### src/sv/tlf_pkg.sv
// Shared types and constants for the text line folder.
package tlf_pkg;

    localparam int FOLD_W     = 6;
    localparam int APB_ADDR_W = 3;
    localparam int APB_DATA_W = 32;

    localparam logic [FOLD_W-1:0] FOLD_RESET = 6'd10;
    localparam logic [FOLD_W-1:0] FOLD_MIN   = 6'd2;

    localparam logic [APB_ADDR_W-3:0] REG_FOLD = 1'b0;

    localparam logic [7:0] CH_TAB   = 8'd9;
    localparam logic [7:0] CH_NL    = 8'd10;
    localparam logic [7:0] CH_BLANK = 8'd32;

    typedef struct packed {
        logic       load;
        logic [7:0] data;
        logic       last;
    } out_req_t;

endpackage

### src/sv/tlf_store.sv
// Line buffer memory with one write port and one registered read port.
module tlf_store #(
    parameter int MAX_WIDTH = 32
) (
    input  logic                         aclk,
    input  logic                         mem_we,
    input  logic [$clog2(MAX_WIDTH)-1:0] mem_waddr,
    input  logic [7:0]                   mem_wdata,
    input  logic [$clog2(MAX_WIDTH)-1:0] mem_raddr,
    output logic [7:0]                   mem_rdata
);

    logic [7:0] mem [MAX_WIDTH];
    logic [7:0] rdata_reg;

    always_ff @(posedge aclk) begin
        if (mem_we) begin
            mem[mem_waddr] <= mem_wdata;
        end
    end

    always_ff @(posedge aclk) begin
        rdata_reg <= mem[mem_raddr];
    end

    assign mem_rdata = rdata_reg;

endmodule

### src/sv/tlf_outreg.sv
// Output register that holds one result byte until the consumer takes it.
module tlf_outreg (
    input  logic               aclk,
    input  logic               aresetn,
    input  tlf_pkg::out_req_t  out_req,
    output logic               out_free,
    output logic               m_valid,
    input  logic               m_ready,
    output logic [7:0]         m_out_char,
    output logic               m_is_last
);

    logic       valid_reg;
    logic       valid_next;
    logic [7:0] char_reg;
    logic       last_reg;

    assign out_free = !valid_reg || m_ready;

    always_comb begin
        valid_next = valid_reg;
        if (out_req.load) begin
            valid_next = 1'b1;
        end else if (m_ready) begin
            valid_next = 1'b0;
        end
    end

    always_ff @(posedge aclk) begin
        if (!aresetn) begin
            valid_reg <= 1'b0;
        end else begin
            valid_reg <= valid_next;
        end
    end

    always_ff @(posedge aclk) begin
        if (out_req.load) begin
            char_reg <= out_req.data;
            last_reg <= out_req.last;
        end
    end

    assign m_valid    = valid_reg;
    assign m_out_char = char_reg;
    assign m_is_last  = last_reg;

endmodule

### src/sv/tlf_seq.sv
// Sequencer that expands tabs, searches for a break, emits and shifts the line.
module tlf_seq #(
    parameter int MAX_WIDTH = 32,
    parameter int TAB_STOP  = 8
) (
    input  logic                         aclk,
    input  logic                         aresetn,
    input  logic                         s_valid,
    output logic                         s_ready,
    input  logic [7:0]                   s_in_char,
    input  logic [tlf_pkg::FOLD_W-1:0]   fold_column,
    input  logic                         pos_clear,
    input  logic                         out_free,
    output tlf_pkg::out_req_t            out_req,
    output logic                         mem_we,
    output logic [$clog2(MAX_WIDTH)-1:0] mem_waddr,
    output logic [7:0]                   mem_wdata,
    output logic [$clog2(MAX_WIDTH)-1:0] mem_raddr,
    input  logic [7:0]                   mem_rdata
);

    localparam int PW = $clog2(MAX_WIDTH + 1);
    localparam int AW = $clog2(MAX_WIDTH);
    localparam int MW = (TAB_STOP > 1) ? $clog2(TAB_STOP) : 1;
    localparam logic [MW-1:0] MOD_LAST = MW'(TAB_STOP - 1);

    typedef enum logic [8:0] {
        ST_IDLE     = 9'b000000001,
        ST_TAB      = 9'b000000010,
        ST_SRCH_RD  = 9'b000000100,
        ST_SRCH_CHK = 9'b000001000,
        ST_EMIT_RD  = 9'b000010000,
        ST_EMIT_WR  = 9'b000100000,
        ST_EMIT_NL  = 9'b001000000,
        ST_SHIFT_RD = 9'b010000000,
        ST_SHIFT_WR = 9'b100000000
    } state_t;

    state_t        state_reg, state_next;
    logic [PW-1:0] pos_reg, pos_next;
    logic [MW-1:0] mod_reg, mod_next;
    logic [PW-1:0] idx_reg, idx_next;
    logic [PW-1:0] cnt_reg, cnt_next;
    logic          shift_reg, shift_next;

    logic [PW-1:0] fold_eff;
    logic [PW-1:0] start_pos;
    logic [MW-1:0] start_mod;
    logic [PW-1:0] start_inc;
    logic          start_zero;

    function automatic logic [MW-1:0] mod_inc(input logic [MW-1:0] m);
        return (m == MOD_LAST) ? '0 : MW'(m + 1'b1);
    endfunction

    always_comb begin
        if (fold_column < tlf_pkg::FOLD_MIN) begin
            fold_eff = PW'(2);
        end else if ({1'b0, fold_column} > 7'(MAX_WIDTH)) begin
            fold_eff = PW'(MAX_WIDTH);
        end else begin
            fold_eff = PW'(fold_column);
        end
    end

    assign start_zero = pos_clear || (pos_reg >= fold_eff);
    assign start_pos  = start_zero ? '0 : pos_reg;
    assign start_mod  = start_zero ? '0 : mod_reg;
    assign start_inc  = PW'(start_pos + 1'b1);
    assign s_ready    = (state_reg == ST_IDLE);

    always_comb begin
        state_next = state_reg;
        pos_next   = pos_reg;
        mod_next   = mod_reg;
        idx_next   = idx_reg;
        cnt_next   = cnt_reg;
        shift_next = shift_reg;
        mem_we     = 1'b0;
        mem_waddr  = pos_reg[AW-1:0];
        mem_wdata  = s_in_char;
        mem_raddr  = idx_reg[AW-1:0];
        out_req    = '{load: 1'b0, data: mem_rdata, last: 1'b0};
        unique case (state_reg)
            ST_IDLE: begin
                if (pos_clear) begin
                    pos_next = '0;
                    mod_next = '0;
                end
                if (s_valid) begin
                    mem_we    = 1'b1;
                    mem_waddr = start_pos[AW-1:0];
                    if (s_in_char == tlf_pkg::CH_TAB) begin
                        mem_wdata  = tlf_pkg::CH_BLANK;
                        pos_next   = start_inc;
                        mod_next   = mod_inc(start_mod);
                        state_next = ST_TAB;
                    end else if (s_in_char == tlf_pkg::CH_NL) begin
                        pos_next = start_pos;
                        mod_next = start_mod;
                        if (start_pos != '0) begin
                            cnt_next   = start_pos;
                            idx_next   = '0;
                            shift_next = 1'b0;
                            state_next = ST_EMIT_RD;
                        end
                    end else begin
                        pos_next = start_inc;
                        mod_next = mod_inc(start_mod);
                        if (start_inc >= fold_eff) begin
                            idx_next   = PW'(fold_eff - 1'b1);
                            state_next = ST_SRCH_RD;
                        end
                    end
                end
            end
            ST_TAB: begin
                if (pos_reg >= fold_eff) begin
                    cnt_next   = fold_eff;
                    idx_next   = '0;
                    shift_next = 1'b0;
                    state_next = ST_EMIT_RD;
                end else if (mod_reg == '0) begin
                    state_next = ST_IDLE;
                end else begin
                    mem_we    = 1'b1;
                    mem_wdata = tlf_pkg::CH_BLANK;
                    pos_next  = PW'(pos_reg + 1'b1);
                    mod_next  = mod_inc(mod_reg);
                end
            end
            ST_SRCH_RD: begin
                state_next = ST_SRCH_CHK;
            end
            ST_SRCH_CHK: begin
                if (mem_rdata == tlf_pkg::CH_BLANK) begin
                    cnt_next   = PW'(idx_reg + 1'b1);
                    shift_next = (PW'(idx_reg + 1'b1) != fold_eff);
                    idx_next   = '0;
                    state_next = ST_EMIT_RD;
                end else if (idx_reg == PW'(1)) begin
                    cnt_next   = fold_eff;
                    shift_next = 1'b0;
                    idx_next   = '0;
                    state_next = ST_EMIT_RD;
                end else begin
                    idx_next   = PW'(idx_reg - 1'b1);
                    state_next = ST_SRCH_RD;
                end
            end
            ST_EMIT_RD: begin
                state_next = ST_EMIT_WR;
            end
            ST_EMIT_WR: begin
                if (out_free) begin
                    out_req.load = 1'b1;
                    idx_next     = PW'(idx_reg + 1'b1);
                    state_next   = (PW'(idx_reg + 1'b1) == cnt_reg) ? ST_EMIT_NL : ST_EMIT_RD;
                end
            end
            ST_EMIT_NL: begin
                if (out_free) begin
                    out_req    = '{load: 1'b1, data: tlf_pkg::CH_NL, last: 1'b1};
                    pos_next   = '0;
                    mod_next   = '0;
                    idx_next   = cnt_reg;
                    state_next = shift_reg ? ST_SHIFT_RD : ST_IDLE;
                end
            end
            ST_SHIFT_RD: begin
                state_next = ST_SHIFT_WR;
            end
            ST_SHIFT_WR: begin
                mem_we     = 1'b1;
                mem_wdata  = mem_rdata;
                pos_next   = PW'(pos_reg + 1'b1);
                mod_next   = mod_inc(mod_reg);
                idx_next   = PW'(idx_reg + 1'b1);
                state_next = (PW'(idx_reg + 1'b1) == fold_eff) ? ST_IDLE : ST_SHIFT_RD;
            end
            default: begin
                state_next = ST_IDLE;
            end
        endcase
    end

    always_ff @(posedge aclk) begin
        if (!aresetn) begin
            state_reg <= ST_IDLE;
            pos_reg   <= '0;
            mod_reg   <= '0;
            idx_reg   <= '0;
            cnt_reg   <= '0;
            shift_reg <= 1'b0;
        end else begin
            state_reg <= state_next;
            pos_reg   <= pos_next;
            mod_reg   <= mod_next;
            idx_reg   <= idx_next;
            cnt_reg   <= cnt_next;
            shift_reg <= shift_next;
        end
    end

    a_load_when_free: assert property (@(posedge aclk) disable iff (!aresetn)
        out_req.load |-> out_free)
        else $error("Result loaded while the output register is occupied.");

    a_idle_pos_in_line: assert property (@(posedge aclk) disable iff (!aresetn)
        (state_reg == ST_IDLE) |-> (pos_reg < fold_eff))
        else $error("Fill position reached the fold column while idle.");

    a_shift_src_in_line: assert property (@(posedge aclk) disable iff (!aresetn)
        (state_reg == ST_SHIFT_WR) |-> (idx_reg < fold_eff && pos_reg < idx_reg))
        else $error("Shift source index is out of the line.");

endmodule

### src/sv/text_line_folder.sv
// Top level: an ordinary byte that does not fill the line is taken in ST_IDLE; a tab writes its
// first blank there and each further blank in ST_TAB. A fold reads and checks each searched
// position, reads and writes each emitted byte, sends the newline and reads and writes each
// moved byte, and waits for m_ready while the output register is full. The buffer read is registered.
// The output register lets the next byte be accepted while the last result still waits.
// Synchronous active-low reset clears the fill position and output valid, not the line buffer.
module text_line_folder #(
    parameter int MAX_WIDTH = 32,
    parameter int TAB_STOP  = 8
) (
    input  logic                             aclk,
    input  logic                             aresetn,
    input  logic                             s_valid,
    output logic                             s_ready,
    input  logic [7:0]                       s_in_char,
    output logic                             m_valid,
    input  logic                             m_ready,
    output logic [7:0]                       m_out_char,
    output logic                             m_is_last,
    input  logic                             psel,
    input  logic                             penable,
    input  logic                             pwrite,
    input  logic [tlf_pkg::APB_ADDR_W-1:0]   paddr,
    input  logic [tlf_pkg::APB_DATA_W-1:0]   pwdata,
    output logic [tlf_pkg::APB_DATA_W-1:0]   prdata,
    output logic                             pready
);

    localparam int AW = $clog2(MAX_WIDTH);

    logic [tlf_pkg::FOLD_W-1:0] fold_reg, fold_next;
    logic                       fold_wr;
    logic                       out_free;
    tlf_pkg::out_req_t          out_req;
    logic                       mem_we;
    logic [AW-1:0]              mem_waddr;
    logic [7:0]                 mem_wdata;
    logic [AW-1:0]              mem_raddr;
    logic [7:0]                 mem_rdata;

    assign pready  = 1'b1;
    assign fold_wr = psel && penable && pwrite &&
                     (paddr[tlf_pkg::APB_ADDR_W-1:2] == tlf_pkg::REG_FOLD);
    assign fold_next = fold_wr ? pwdata[tlf_pkg::FOLD_W-1:0] : fold_reg;
    assign prdata = (paddr[tlf_pkg::APB_ADDR_W-1:2] == tlf_pkg::REG_FOLD) ?
                    tlf_pkg::APB_DATA_W'(fold_reg) : '0;

    always_ff @(posedge aclk) begin
        if (!aresetn) begin
            fold_reg <= tlf_pkg::FOLD_RESET;
        end else begin
            fold_reg <= fold_next;
        end
    end

    tlf_seq #(
        .MAX_WIDTH (MAX_WIDTH),
        .TAB_STOP  (TAB_STOP)
    ) u_seq (
        .aclk        (aclk),
        .aresetn     (aresetn),
        .s_valid     (s_valid),
        .s_ready     (s_ready),
        .s_in_char   (s_in_char),
        .fold_column (fold_reg),
        .pos_clear   (fold_wr),
        .out_free    (out_free),
        .out_req     (out_req),
        .mem_we      (mem_we),
        .mem_waddr   (mem_waddr),
        .mem_wdata   (mem_wdata),
        .mem_raddr   (mem_raddr),
        .mem_rdata   (mem_rdata)
    );

    tlf_store #(
        .MAX_WIDTH (MAX_WIDTH)
    ) u_store (
        .aclk      (aclk),
        .mem_we    (mem_we),
        .mem_waddr (mem_waddr),
        .mem_wdata (mem_wdata),
        .mem_raddr (mem_raddr),
        .mem_rdata (mem_rdata)
    );

    tlf_outreg u_outreg (
        .aclk       (aclk),
        .aresetn    (aresetn),
        .out_req    (out_req),
        .out_free   (out_free),
        .m_valid    (m_valid),
        .m_ready    (m_ready),
        .m_out_char (m_out_char),
        .m_is_last  (m_is_last)
    );

endmodule

### config.mk
export PLATFORM = sky130hd
export DESIGN_NAME = text_line_folder
export DESIGN_NICKNAME = d
export VERILOG_FILES = /design/src/sv/tlf_pkg.sv /design/src/sv/tlf_store.sv /design/src/sv/tlf_outreg.sv /design/src/sv/tlf_seq.sv /design/src/sv/text_line_folder.sv
export SDC_FILE = /design/constraint.sdc
export NUM_CORES = 1
export LEC_CHECK = 0
export ABC_AREA = 1
export BUFFER_PORTS_ARGS = -buffer_cell sky130_fd_sc_hd__buf_2
export CAP_MARGIN = 20
export CORE_MARGIN = 4
export CORE_UTILIZATION = 61
export CTS_CLUSTER_DIAMETER = 200
export DETAILED_ROUTE_END_ITERATION = 7
export PLACE_DENSITY_LB_ADDON = 0.05
export SLEW_MARGIN = 0
export SYNTH_ARGS = -nofsm -noshare
export SYNTH_HDL_FRONTEND = slang
export SYNTH_SLANG_ARGS = --single-unit
### constraint.sdc
create_clock -name aclk -period 4.2 [get_ports aclk]
set_input_delay 0.42 -clock aclk [delete_from_list [all_inputs] [get_ports aclk]]
set_output_delay 0.42 -clock aclk [all_outputs]
set_load 0.02 [all_outputs]
==> results.sh <==
export IMPL_status="finished clean"
export IMPL_cts_tree="built"
export IMPL_grt_max_degree=97
export IMPL_drtIter0Drc=987
export IMPL_port_buffers=38
export IMPL_slew_violations=0
export IMPL_power_uw=9550
export IMPL_synth_top_family_by_area="simple AND/OR/NAND/NOR gates"
export IMPL_track_usage=0.270
export IMPL_ctsHtreeMaxLevel=1
export IMPL_rsz0062_at_grt="no"
export IMPL_clk_pin_slew_ps=60
export IMPL_ys_async_sr_fraction=0
export IMPL_setup_violations=0
export IMPL_worst_setup_path_type="reg2reg"
export IMPL_layout_drive_gt1_share=0.127
export IMPL_postCtsSetupRepairBufs=0
export IMPL_cpMostUsedCell="nand2_1"
export IMPL_cts_root_buffer="clkbuf_16"
export IMPL_synthToLayoutAreaGrowth_pct=11.4
export IMPL_ys_ff_latch=311
export IMPL_place_hpwl_um=22600
export IMPL_routabilityCongestion=0.952
export IMPL_critPathTopFamily="simple AND/OR/NAND/NOR gates"
export IMPL_hold_ws_ps=77.6
export IMPL_timing_slew_headroom=0.328
export IMPL_synth_seq_area_share=0.619
export IMPL_viasPerCell=5.85
export IMPL_fmax_mhz=267
export IMPL_hold_path_class="in2reg"
export IMPL_routed_via_count=10400
export IMPL_start_util=0.627
export IMPL_p_per_area_nw_per_um2=598
export IMPL_dr_pass1_iters=6
export IMPL_synth_xor_xnor_area_share=0.00977
export IMPL_min_period_ps=3750
export IMPL_synth_adder_area_share=0.0192
export IMPL_synthFlopType="edfxtp_1"
export IMPL_netlist_instances=1384
export IMPL_ant_nets=0
export IMPL_worstPathArrival_ps=4210
export IMPL_cp_start_kind="flop"
export IMPL_finalSetupTns_ps=0
export IMPL_drc=0
export IMPL_ys_types=55
export IMPL_leakagePower_uw=0.00606
export IMPL_cts_max_path_buffers=3
export IMPL_clk_latency_ps=580
export IMPL_numCtsBuffers=31
export IMPL_crit_fanout=9
export IMPL_post_route_util=0.699
export IMPL_wirelength_um=35700
export IMPL_crit_chain="clkinv_1 > nand3_1 > inv_1 > ha_1 > inv_1 > nand2_1 > nand2_1 > nand2_1 > nand2_1 > nand3_1 > buf_4 > a21oi_1 > and2_1 > ha_1 > inv_1 > nor2_1 > o211ai_1 > o2111ai_1 > nand2_1 > nand3_1 > nand2_2 > inv_2 > nand3_1 > inv_1"
export IMPL_die_h_um=161
export IMPL_end_kind="flop"
export IMPL_antenna_cells=0
export IMPL_worst_slew_pin_slew_ps=1010
export IMPL_cts_hold_buffers=0
export IMPL_core_um2=22800
export IMPL_rows=55
export IMPL_post_route_period_util=0.893
export IMPL_cts_resized=0
export IMPL_die_area_um2=26000
export IMPL_worst_path_max_delay_cell="dfxtp_1"
export IMPL_yosys_area_share_simple=0.151
export IMPL_pin_count=94
export IMPL_largest_reg_flops=256
export IMPL_synth_edf_count=265
export IMPL_fin_skew_ps=15.9
export IMPL_cts_sinks=311
export IMPL_path_buf_inv=7
export IMPL_crit_path_max_incr_delay_ps=440
export IMPL_required_ps=4660
export IMPL_syn_avg_cell_area_um2=10.4
export IMPL_ys_warnings_count=0
export IMPL_synth_area_um2=14300
export IMPL_grt_pass1_vias=9935
export IMPL_synth_compound_area_frac=0.134
export IMPL_grt_pass1_wl_um=55200
export IMPL_maxCapViolations=0
export IMPL_peakVddDrop_v=0.000395
export IMPL_wire_per_inst_um=20.1
export IMPL_muxShareOfSynthArea=0
export IMPL_antenna_found_initial=0
export IMPL_nets=1511
export IMPL_hold_viol=0
export IMPL_die_w_um=161
export IMPL_grt_overflow=0
==> Yosys cell counts, drive strengths merged, types with 2 or more instances <==
cell | instances | area share
a21oi | 31 | 0.011
a31oi | 13 | 0.0057
a32oi | 8 | 0.0049
buf | 46 | 0.023
clkbuf | 48 | 0.013
clkinv | 5 | 0.0017
conb | 2 | 0.00052
dfxtp | 46 | 0.064
edfxtp | 265 | 0.56
ha | 22 | 0.019
inv | 110 | 0.029
nand2 | 141 | 0.039
nand3 | 51 | 0.020
nand3b | 2 | 0.0010
nand4 | 11 | 0.0048
nor2 | 288 | 0.078
nor3 | 9 | 0.0051
nor3b | 2 | 0.0014
o2111ai | 2 | 0.0012
o211ai | 6 | 0.0035
o21ai | 171 | 0.060
o221ai | 54 | 0.033
o22ai | 26 | 0.011
or2 | 2 | 0.00087
xnor2 | 4 | 0.0024
xor2 | 12 | 0.0073
==> path summary, 6_finish.rpt <==
path                         to             from  cells after the start  slack (ps)
min                 fold_reg[1]        pwdata[1]                      3          80
max reg2reg  u_seq.state_reg[2]      fold_reg[5]                     24         450
min reg2reg     u_seq.shift_reg  u_seq.shift_reg                      2         480
max          u_seq.state_reg[2]      fold_reg[5]                     24         450
==> metrics by stage <==
step,cells,area (um^2),setup WS (ps)
floorplan,1409,14400,1090
global placement,1719,15000,605
detailed placement,1719,15000,561
CTS,1777,16000,530
global route,1777,16000,155
finish,1777,16000,449
==> cell families after synthesis <==
family | after synthesis
compound gates | 316
xor+xnor | 16
fa+ha+maj | 22
buf+inv | 209
flops | 311
other cells | 2
simple gates | 508
==> area by class of cell <==
| type | instances | area, um^2 |
|---|---|---|
| fill | 1727 | 6880 |
| inverter | 115 | 440 |
| clock buffer | 37 | 798 |
| tap | 313 | 392 |
| timing repair buffer | 91 | 588 |
| sequential | 311 | 8880 |
| multi-input combinational | 889 | 4650 |
| clock inverter | 21 | 220 |
==> cell usage in the layout, fill, tap and decap left out, types with 3 or more instances in the layout <==
cell type / n
clkbuf_16: 31
o211ai_1: 5
edfxtp_1: 265
clkbuf_1: 6
nor3_1: 6
conb_1: 27
bufinv_16: 4
xnor2_1: 4
dfxtp_1: 44
buf_2: 38
clkinv_2: 7
a32oi_1: 8
nor2_2: 5
o21ai_1: 3
nand3_1: 45
clkinv_1: 11
xor2_1: 12
o22ai_1: 20
inv_1: 103
nand4_1: 11
o22ai_2: 6
a31oi_1: 13
o21ai_0: 166
nor2_1: 281
o221ai_1: 54
a21oi_1: 30
nand2_1: 132
nand2_2: 8
nand3_2: 5
buf_4: 53
ha_1: 22
inv_2: 5
==> worst reg2reg max path, stage by stage, from the launching register on <==
cell and delay (ps):
dfxtp_1 440, clkinv_1 190, nand3_1 250, inv_1 140, ha_1 300, inv_1 60
nand2_1 40, nand2_1 50, nand2_1 40, nand2_1 120, nand3_1 180, buf_4 220
a21oi_1 150, and2_1 150, ha_1 240, inv_1 60, nor2_1 30, o211ai_1 180
o2111ai_1 200, nand2_1 140, nand3_1 130, nand2_2 160, inv_2 70, nand3_1 70
inv_1 50
==> layer usage <==
layer / wire length (um) / vias to the layer above / GRT usage
met5: 0 / - / 0
met4: 1330 / 0 / 0.101
met3: 2360 / 83 / 0.0388
met2: 17700 / 403 / 0.465
met1: 14400 / 4979 / 0.350
li1: - / 4932 / -
==> power by group <==
group | switching, uW | total [uW] | internal (uW)
clock network | 1170 | 2770 | 1600
registers | 122 | 3860 | 3740
logic | 2080 | 2920 | 842
(Power assumes the default switching activity.)
